$ cat src/hslrgb_pkg.sv
// Shared types, constants and helpers for the HSL to RGB converter.
// No dependencies; every other file imports this package.
package hslrgb_pkg;

    // Field widths fixed by the interface
    localparam int HUE_W  = 9;
    localparam int SL_W   = 11;
    localparam int CHAN_W = 8;

    // Pipeline depth and stage indices
    localparam int NSTG      = 8;
    localparam int STG_IN    = 0;   // operands captured, L*S product
    localparam int STG_HI    = 1;   // upper chroma bound, hue factors
    localparam int STG_BND   = 2;   // lower bound and bound difference
    localparam int STG_MUL   = 3;   // lo*60 and diff*factor
    localparam int STG_NUM   = 4;   // ramp numerator
    localparam int STG_X255  = 5;   // numerator * 255
    localparam int STG_CLAMP = 6;   // saturate / zero decision, quotient digits
    localparam int STG_OUT   = 7;   // divide by 15, final channel

    typedef struct packed {
        logic [NSTG-1:0] load;      // per stage register enable
    } stg_ctl_t;

    // Hue position arithmetic, signed, covers -120 .. 631
    localparam int HP_W = 11;
    localparam int HF_W = 6;        // ramp factor 0 .. 60

    localparam logic signed [HP_W-1:0] HUE_SPAN     = 11'sd360;
    localparam logic signed [HP_W-1:0] HUE_THIRD    = 11'sd120;
    localparam logic signed [HP_W-1:0] HUE_RISE_END = 11'sd60;
    localparam logic signed [HP_W-1:0] HUE_HOLD_END = 11'sd180;
    localparam logic signed [HP_W-1:0] HUE_FALL_END = 11'sd240;
    localparam logic [HF_W-1:0]        FACTOR_FULL  = 6'd60;

    // Channel quotient: q = floor(num*255 / 2^2F); channel = floor(q / 60)
    localparam int               CHQ_W      = 14;
    localparam logic [CHQ_W-1:0] CHAN_SAT_Q = 14'd15360;    // 256 * 60
    localparam int               DIVX_W     = 12;           // q / 4 < 3840
    localparam int               DIV15_W    = 13;
    localparam logic [DIV15_W-1:0] DIV15_MUL = 13'd4370;    // ceil(2^16 / 15)
    localparam int               DIV15_SH   = 16;
    localparam int               DIVP_W     = DIVX_W + DIV15_W;
    localparam logic [CHAN_W-1:0] CHAN_MAX  = 8'hFF;

    // Signed width holding both chroma bounds for a given fraction width
    function automatic int bnd_w(input int frac);
        int pw;
        pw = SL_W + frac;
        return ((pw > 2 * SL_W) ? pw : 2 * SL_W) + 3;
    endfunction

    // Ramp factor (0..60) for an unwrapped hue position in degrees
    function automatic logic [HF_W-1:0] hue_factor(input logic signed [HP_W-1:0] pos);
        logic signed [HP_W-1:0] p;
        logic signed [HP_W-1:0] fall;
        p = pos;
        if (p < 0) begin
            p = p + HUE_SPAN;
        end
        if (p > HUE_SPAN) begin
            p = p - HUE_SPAN;
        end
        fall = HUE_FALL_END - p;
        priority if (p < HUE_RISE_END) begin
            return p[HF_W-1:0];
        end else if (p < HUE_HOLD_END) begin
            return FACTOR_FULL;
        end else if (p < HUE_FALL_END) begin
            return fall[HF_W-1:0];
        end else begin
            return '0;
        end
    endfunction

endpackage

$ cat src/hslrgb_flow.sv
// Valid tracking and per-stage load enables for the converter pipeline.
// Depends on hslrgb_pkg.
module hslrgb_flow import hslrgb_pkg::*; (
    input  logic     aclk,
    input  logic     aresetn,
    input  logic     s_valid,
    output logic     s_ready,
    output logic     m_valid,
    input  logic     m_ready,
    output stg_ctl_t ctl
);

    logic [NSTG-1:0] valid_reg, valid_next;
    logic [NSTG-1:0] load;
    logic [NSTG-1:0] upstream;

    // A stage loads when it is empty or the stage after it moves on;
    // bubbles close up even while the output is stalled.
    always_comb begin
        load[NSTG-1] = !valid_reg[NSTG-1] || m_ready;
        for (int i = NSTG - 2; i >= 0; i--) begin
            load[i] = !valid_reg[i] || load[i+1];
        end
    end

    assign upstream   = {valid_reg[NSTG-2:0], s_valid};
    assign valid_next = (load & upstream) | (~load & valid_reg);

    always_ff @(posedge aclk) begin
        if (!aresetn) begin
            valid_reg <= '0;
        end else begin
            valid_reg <= valid_next;
        end
    end

    assign s_ready  = load[STG_IN];
    assign m_valid  = valid_reg[NSTG-1];
    assign ctl.load = load;

endmodule

$ cat src/hslrgb_bounds.sv
// Front stages: chroma bounds hi/lo and per-channel hue ramp factors.
// Depends on hslrgb_pkg.
module hslrgb_bounds import hslrgb_pkg::*; #(
    parameter int SL_FRAC_BITS = 10
) (
    input  logic                         aclk,
    input  stg_ctl_t                     ctl,
    input  logic [HUE_W-1:0]             hue,
    input  logic [SL_W-1:0]              sat,
    input  logic [SL_W-1:0]              lit,
    output logic signed [bnd_w(SL_FRAC_BITS)-1:0] lo_o,
    output logic signed [bnd_w(SL_FRAC_BITS):0]   diff_o,
    output logic [2:0][HF_W-1:0]         fac_o
);

    localparam int F    = SL_FRAC_BITS;
    localparam int BW   = bnd_w(F);
    localparam int DW   = BW + 1;
    localparam int LS_W = 2 * SL_W;
    localparam int HALF = 1 << (F - 1);

    // stage: operand capture
    logic [HUE_W-1:0] h1_reg;
    logic [SL_W-1:0]  l1_reg, s1_reg;
    logic [LS_W-1:0]  ls1_reg, ls1_next;

    // stage: upper bound
    logic signed [BW-1:0] hi2_reg, hi2_next;
    logic [SL_W-1:0]      l2_reg;
    logic [2:0][HF_W-1:0] f2_reg, f2_next;

    // stage: lower bound and difference
    logic signed [BW-1:0] lo3_reg, lo3_next;
    logic signed [DW-1:0] d3_reg, d3_next;
    logic [2:0][HF_W-1:0] f3_reg;

    logic signed [BW-1:0]   l_one, s_one, ls_ext, l2_one;
    logic signed [HP_W-1:0] hpos;
    logic                   l_small;

    assign ls1_next = LS_W'(lit) * LS_W'(sat);

    assign l_one   = signed'(BW'(l1_reg) << F);
    assign s_one   = signed'(BW'(s1_reg) << F);
    assign ls_ext  = signed'(BW'(ls1_reg));
    assign l_small = 32'(l1_reg) < HALF;

    // hi = L(1+S) below one half, L+S-LS otherwise; 2F fraction bits
    assign hi2_next = l_small ? (l_one + ls_ext) : (l_one + s_one - ls_ext);

    assign hpos = signed'(HP_W'(h1_reg));
    always_comb begin
        f2_next[0] = hue_factor(hpos + HUE_THIRD);   // red
        f2_next[1] = hue_factor(hpos);               // green
        f2_next[2] = hue_factor(hpos - HUE_THIRD);   // blue
    end

    assign l2_one   = signed'(BW'(l2_reg) << F);
    assign lo3_next = (l2_one <<< 1) - hi2_reg;
    // hi - lo = 2hi - 2L
    assign d3_next  = (DW'(hi2_reg) <<< 1) - (DW'(l2_one) <<< 1);

    always_ff @(posedge aclk) begin
        if (ctl.load[STG_IN]) begin
            h1_reg  <= hue;
            l1_reg  <= lit;
            s1_reg  <= sat;
            ls1_reg <= ls1_next;
        end
        if (ctl.load[STG_HI]) begin
            hi2_reg <= hi2_next;
            l2_reg  <= l1_reg;
            f2_reg  <= f2_next;
        end
        if (ctl.load[STG_BND]) begin
            lo3_reg <= lo3_next;
            d3_reg  <= d3_next;
            f3_reg  <= f2_reg;
        end
    end

    assign lo_o   = lo3_reg;
    assign diff_o = d3_reg;
    assign fac_o  = f3_reg;

endmodule

$ cat src/hslrgb_lane.sv
// One colour channel: ramp numerator, scale by 255, exact divide and clamp.
// Depends on hslrgb_pkg.
module hslrgb_lane import hslrgb_pkg::*; #(
    parameter int SL_FRAC_BITS = 10
) (
    input  logic                                  aclk,
    input  stg_ctl_t                              ctl,
    input  logic signed [bnd_w(SL_FRAC_BITS)-1:0] lo_i,
    input  logic signed [bnd_w(SL_FRAC_BITS):0]   diff_i,
    input  logic [HF_W-1:0]                       fac_i,
    output logic [CHAN_W-1:0]                     chan_o
);

    localparam int F   = SL_FRAC_BITS;
    localparam int BW  = bnd_w(F);
    localparam int NW  = BW + 7;
    localparam int PW2 = NW + 8;
    localparam int QW  = PW2 - 2 * F;
    localparam int QXW = (QW > CHQ_W) ? QW : CHQ_W;

    logic signed [NW-1:0]  base_reg, base_next, prod_reg, prod_next;
    logic signed [NW-1:0]  num_reg, num_next;
    logic signed [PW2-1:0] p255_reg, p255_next;
    logic                  pos_reg;
    logic                  zero_reg, sat_reg;
    logic [DIVX_W-1:0]     x_reg;
    logic [CHAN_W-1:0]     chan_reg, chan_next;
    logic [QXW-1:0]        q;
    logic [DIVP_W-1:0]     mq;

    // lo*60 as lo*64 - lo*4
    assign base_next = (NW'(lo_i) <<< 6) - (NW'(lo_i) <<< 2);
    assign prod_next = NW'(diff_i) * NW'(signed'({1'b0, fac_i}));
    assign num_next  = base_reg + prod_reg;
    assign p255_next = (PW2'(num_reg) <<< 8) - PW2'(num_reg);

    // numerator over 60*2^2F: drop 2F bits first, then divide by 60
    assign q = QXW'(p255_reg[PW2-1:2*F]);

    // q/60 = (q/4)/15, reciprocal multiply exact for q/4 < 3840
    assign mq = DIVP_W'(x_reg) * DIVP_W'(DIV15_MUL);

    always_comb begin
        priority if (zero_reg) begin
            chan_next = '0;
        end else if (sat_reg) begin
            chan_next = CHAN_MAX;
        end else begin
            chan_next = mq[DIV15_SH +: CHAN_W];
        end
    end

    always_ff @(posedge aclk) begin
        if (ctl.load[STG_MUL]) begin
            base_reg <= base_next;
            prod_reg <= prod_next;
        end
        if (ctl.load[STG_NUM]) begin
            num_reg <= num_next;
        end
        if (ctl.load[STG_X255]) begin
            p255_reg <= p255_next;
            pos_reg  <= num_reg > 0;
        end
        if (ctl.load[STG_CLAMP]) begin
            zero_reg <= !pos_reg;
            sat_reg  <= q >= QXW'(CHAN_SAT_Q);
            x_reg    <= q[CHQ_W-1:2];
        end
        if (ctl.load[STG_OUT]) begin
            chan_reg <= chan_next;
        end
    end

    assign chan_o = chan_reg;

endmodule

$ cat src/hsl_to_rgb_converter.sv
// Top level of the HSL to RGB pixel converter.
// Depends on hslrgb_pkg, hslrgb_flow, hslrgb_bounds and hslrgb_lane.
//
// Usage
//   s_ channel: one HSL word per handshake; hue in whole degrees (0..359),
//   saturation and lightness unsigned with SL_FRAC_BITS fraction bits.
//   m_ channel: one RGB word per input word, 8 bits per channel, truncated
//   and clamped to 0..255. Words leave in the order they arrive.
//   m_valid rises once a word has passed through every stage register, and
//   the word can then be taken. Throughput: one word per clock while the
//   output is not stalled, set by the eight-stage
//   pipeline (bounds, hue factors, ramp multiply, x255, divide by 60).
//   Each stage holds its own valid bit; a stage loads whenever it is empty
//   or its successor moves, so bubbles close up while m_ready is low and
//   s_ready stays high until every stage is full. With m_ready high,
//   s_ready is high.
//   Reset (aresetn low, synchronous) empties the pipeline: m_valid drops,
//   data registers keep whatever they held and are never shown.
//   A stalled output word holds steady until taken; nothing is lost or
//   repeated. No state is kept between words.
module hsl_to_rgb_converter import hslrgb_pkg::*; #(
    parameter int SL_FRAC_BITS = 10
) (
    input  logic              aclk,
    input  logic              aresetn,
    input  logic              s_valid,
    output logic              s_ready,
    input  logic [HUE_W-1:0]  s_hue_degrees,
    input  logic [SL_W-1:0]   s_saturation,
    input  logic [SL_W-1:0]   s_lightness,
    output logic              m_valid,
    input  logic              m_ready,
    output logic [CHAN_W-1:0] m_red,
    output logic [CHAN_W-1:0] m_green,
    output logic [CHAN_W-1:0] m_blue
);

    localparam int BW = bnd_w(SL_FRAC_BITS);

    stg_ctl_t             ctl;
    logic signed [BW-1:0] bnd_lo;
    logic signed [BW:0]   bnd_diff;
    logic [2:0][HF_W-1:0] bnd_fac;

    // valid bits and stage enables
    hslrgb_flow u_flow (
        .aclk    (aclk),
        .aresetn (aresetn),
        .s_valid (s_valid),
        .s_ready (s_ready),
        .m_valid (m_valid),
        .m_ready (m_ready),
        .ctl     (ctl)
    );

    // shared front end: chroma bounds and the three hue ramp factors
    hslrgb_bounds #(
        .SL_FRAC_BITS (SL_FRAC_BITS)
    ) u_bounds (
        .aclk   (aclk),
        .ctl    (ctl),
        .hue    (s_hue_degrees),
        .sat    (s_saturation),
        .lit    (s_lightness),
        .lo_o   (bnd_lo),
        .diff_o (bnd_diff),
        .fac_o  (bnd_fac)
    );

    // one lane per channel; factor 0 red (+120), 1 green, 2 blue (-120)
    hslrgb_lane #(
        .SL_FRAC_BITS (SL_FRAC_BITS)
    ) u_lane_red (
        .aclk   (aclk),
        .ctl    (ctl),
        .lo_i   (bnd_lo),
        .diff_i (bnd_diff),
        .fac_i  (bnd_fac[0]),
        .chan_o (m_red)
    );

    hslrgb_lane #(
        .SL_FRAC_BITS (SL_FRAC_BITS)
    ) u_lane_green (
        .aclk   (aclk),
        .ctl    (ctl),
        .lo_i   (bnd_lo),
        .diff_i (bnd_diff),
        .fac_i  (bnd_fac[1]),
        .chan_o (m_green)
    );

    hslrgb_lane #(
        .SL_FRAC_BITS (SL_FRAC_BITS)
    ) u_lane_blue (
        .aclk   (aclk),
        .ctl    (ctl),
        .lo_i   (bnd_lo),
        .diff_i (bnd_diff),
        .fac_i  (bnd_fac[2]),
        .chan_o (m_blue)
    );

endmodule

$ cat config.mk
export PLATFORM = sky130hd
export DESIGN_NAME = hsl_to_rgb_converter
export DESIGN_NICKNAME = d
export VERILOG_FILES = /design/src/hslrgb_pkg.sv /design/src/hslrgb_flow.sv /design/src/hslrgb_bounds.sv /design/src/hslrgb_lane.sv /design/src/hsl_to_rgb_converter.sv
export SDC_FILE = /design/constraint.sdc
export NUM_CORES = 2
export LEC_CHECK = 0
export BUFFER_PORTS_ARGS = -buffer_cell sky130_fd_sc_hd__buf_2
export CAP_MARGIN = 20
export CELL_PAD_IN_SITES_DETAIL_PLACEMENT = 1
export CELL_PAD_IN_SITES_GLOBAL_PLACEMENT = 1
export CORE_MARGIN = 4
export CORE_UTILIZATION = 55
export CTS_BUF_LIST = sky130_fd_sc_hd__clkbuf_2
export DETAILED_ROUTE_END_ITERATION = 10
export PLACE_DENSITY_LB_ADDON = 0.1
export SLEW_MARGIN = 20
export SYNTH_ARGS = -nofsm -noshare
export SYNTH_HDL_FRONTEND = slang
export SYNTH_SLANG_ARGS = --single-unit
export TNS_END_PERCENT = 5
$ cat constraint.sdc
create_clock -name aclk -period 12.2 [get_ports aclk]
set_clock_uncertainty 0.05 [all_clocks]
set_input_delay 1.22 -clock aclk [delete_from_list [all_inputs] [get_ports aclk]]
set_output_delay 1.22 -clock aclk [all_outputs]
set_load 0.01 [all_outputs]
==> flow_summary.toml <==
[worst_setup_path]
crit_path_end_kind = "register"
criticalPathCategory = "reg2reg"
crit_start = "u_bounds.diff_o[8]$_DFFE_PP_"
cp_data_required_time_ps = 13200
reg2reg_from = "u_bounds.diff_o[8]$_DFFE_PP_"
critPathLaunchType = "register"
critical_path_arrival_ps = 7460
cp_max_fo = 18

[global_route]
grt-ovfl-total = 0
antenna_found_initial = 5
gr-usage-all-layers_pct = 28.3
grt_pass1_wl_um = 222000
grt_pass1_vias = 42200
grt_max_degree = 94

[detailed_routing]
wl_per_cell_um = 20.6
drt_pass1_iterations = 5
ant_nets = 0
vias = 37900
drt_iter0_drc = 1852
wirelength_um = 136000
drc = 0
via_per_inst = 5.74

[cts]
htree_levels = 4
clock-root-buffer = "clkbuf_2"
cts_made_buffers = 143
cts_resized = 0
clk_pin_slew_ps = 100
worstSkewPairLatency_ps = 1400
cts_max_path_buffers = 3
cts_tree = "yes"
cts.sinks = 521

[sta]
min_period_over_period_pct = 52.9
worst_pin_slew_ps = 1080
relSlewSlack_pct = 28.1
fin_setup_tns_ps = 0
slew_viol_final = 0
period_needed_ps = 6460
fmax_mhz = 155
setup_viol = 0
hold_viol_final = 0
rsz0062_at_grt = "false"

[floorplanning]
die_y_um = 314
coreArea_um2 = 93200
initial_utilization_pct = 55.4
die_w_um = 314
dieArea_um2 = 98800
io_pins = 61
rows = 112

[cells_and_area]
drive_gt1_share_pct = 6.95
syn2layout_area_growth_pct = 6.40
final_net_count = 6379
fin_util_pct = 58.9

[synthesis]
syn-cell-area_um2 = 51600
async_flop_share_pct = 0
synth.avg_cell_area_um2 = 10.2
syn_inst = 5084
synth-seq-cells = 521
synth_edf_count = 513
synth.distinct_cells = 94
syn_nets = 6228
synth_flop_cell = "edfxtp_1"
yosysSeqAreaShare_pct = 30.1
yosysWarnings = 0

[placement]
port_buffers = 60
place_congestion = 0.904
dp_hpwl_um = 107000

[job]
drv_cap = 0

[min_path]
hp-start = "s_lightness[4]"
hold_class = "in2reg"

[outcome]
status = "complete, no violations"
## critical path: stages, from the launching register on
cell       delay, ps
edfxtp_1         860
nand2_1          180
fa_1             600
inv_1             70
fa_1             550
fa_1             430
fa_1             450
ha_1             220
or3_1            370
a21oi_1          230
o31ai_1          180
o41ai_2          560
o211ai_1         260
a2111oi_0        650
o31ai_1          160
a21oi_1          200
xnor2_1          110
## what timing repair did
item / CTS / global route
hold endpoints to repair: 30 / 0
hold buffers: 26 / 0
setup buffers: 0 / 0
## path summary, 6_finish.rpt
kind | end | slack (ps) | cells after the start
max | u_lane_red.prod_reg[25]$_DFFE_PP_ | 5740 | 16
min reg2reg | u_bounds.fac_o[3]$_DFFE_PP_ | 360 | 0
min | u_bounds.l1_reg[4]$_DFFE_PN_ | 200 | 1
max reg2reg | u_lane_red.prod_reg[25]$_DFFE_PP_ | 5740 | 16
## layer usage
layer | routed length [um] | track usage [%] | vias up
li1 | - | - | 17900
met1 | 56500 | 34.9 | 18900
met2 | 68400 | 50.3 | 738
met3 | 5560 | 3.90 | 272
met4 | 5190 | 11.2 | 0
met5 | 0 | 0 | -
## area by class of cell
class	instances	area, um2
antenna	5	12.5
clock buffer	187	936
clock inverter	62	415
fill	10400	38300
inverter	636	2390
multi-input combinational	3819	33300
sequential	521	15600
tap	1254	1570
timing repair buffer	114	774
## Yosys cell counts (17+ instances only)
| master | count | area, um2 |
|---|---|---|
| o21a_1 | 66 | 495 |
| fa_1 | 410 | 8210 |
| xor2_1 | 93 | 815 |
| a21boi_0 | 17 | 128 |
| a211oi_1 | 32 | 240 |
| and3_1 | 33 | 206 |
| and2_1 | 327 | 2050 |
| nand4_1 | 27 | 169 |
| o31ai_1 | 22 | 165 |
| edfxtp_1 | 513 | 15400 |
| nand2_1 | 412 | 1550 |
| or2_2 | 22 | 138 |
| o21ai_0 | 163 | 816 |
| clkbuf_1 | 97 | 364 |
| nor4_1 | 23 | 144 |
| a21o_1 | 129 | 968 |
| inv_1 | 636 | 2390 |
| o21bai_1 | 33 | 248 |
| nand3_1 | 78 | 390 |
| a31oi_1 | 30 | 188 |
| xnor2_1 | 251 | 2200 |
| o211ai_1 | 19 | 143 |
| nand2b_1 | 40 | 250 |
| a21oi_1 | 315 | 1580 |
| nor3_1 | 71 | 355 |
| nor2_1 | 254 | 953 |
| ha_1 | 699 | 8750 |
| or3_1 | 27 | 169 |
| nor2b_1 | 43 | 269 |
## cell usage in the layout (no fill, tap or decap), types with 13 or more instances in the layout
master	instances
a31oi_1	30
buf_2	60
nand3_1	78
clkbuf_2	187
a21o_1	129
o21ai_0	163
o21bai_1	33
dlygate4sd3_1	26
or3_1	27
ha_1	699
nor2b_1	43
nand2_1	409
clkinv_2	17
a21oi_1	315
or2_2	22
clkinv_1	32
xnor2_1	251
inv_1	632
fa_1	410
nand4_1	27
and2_1	327
a21boi_0	17
a31o_2	14
nor2_1	253
o211ai_1	19
edfxtp_1	513
xor2_1	93
nand2b_1	40
nor4_1	23
buf_4	27
o31ai_1	22
a211o_1	13
nor3_1	71
and3_1	33
o21a_1	66
a211oi_1	32
## cells by family after synthesis
family	Yosys count	synth area share, %
compound gates	957	11.9
xor+xnor	345	5.89
fa+ha+maj	1110	32.9
buf+inv	744	5.45
flops	521	30.1
mux	6	0.121
simple gates	1401	13.6
## metrics by stage
| stage | hold slack (ps) | setup slack (ps) | instance area (um2) | cells |
|---|---|---|---|---|
| after CTS | 5.75 | 5810 | 54900 | 6593 |
| after detailed placement | 356 | 5460 | 53300 | 6318 |
| final | 196 | 5740 | 54900 | 6598 |
| after global placement | 351 | 5530 | 53300 | 6318 |
| after floorplan | 350 | 5910 | 51600 | 5084 |
| after global routing | 59.8 | 5480 | 54900 | 6594 |
Power is not shown: default switching activity piles up to over one toggle a cycle in this logic, so the estimate is an artifact.
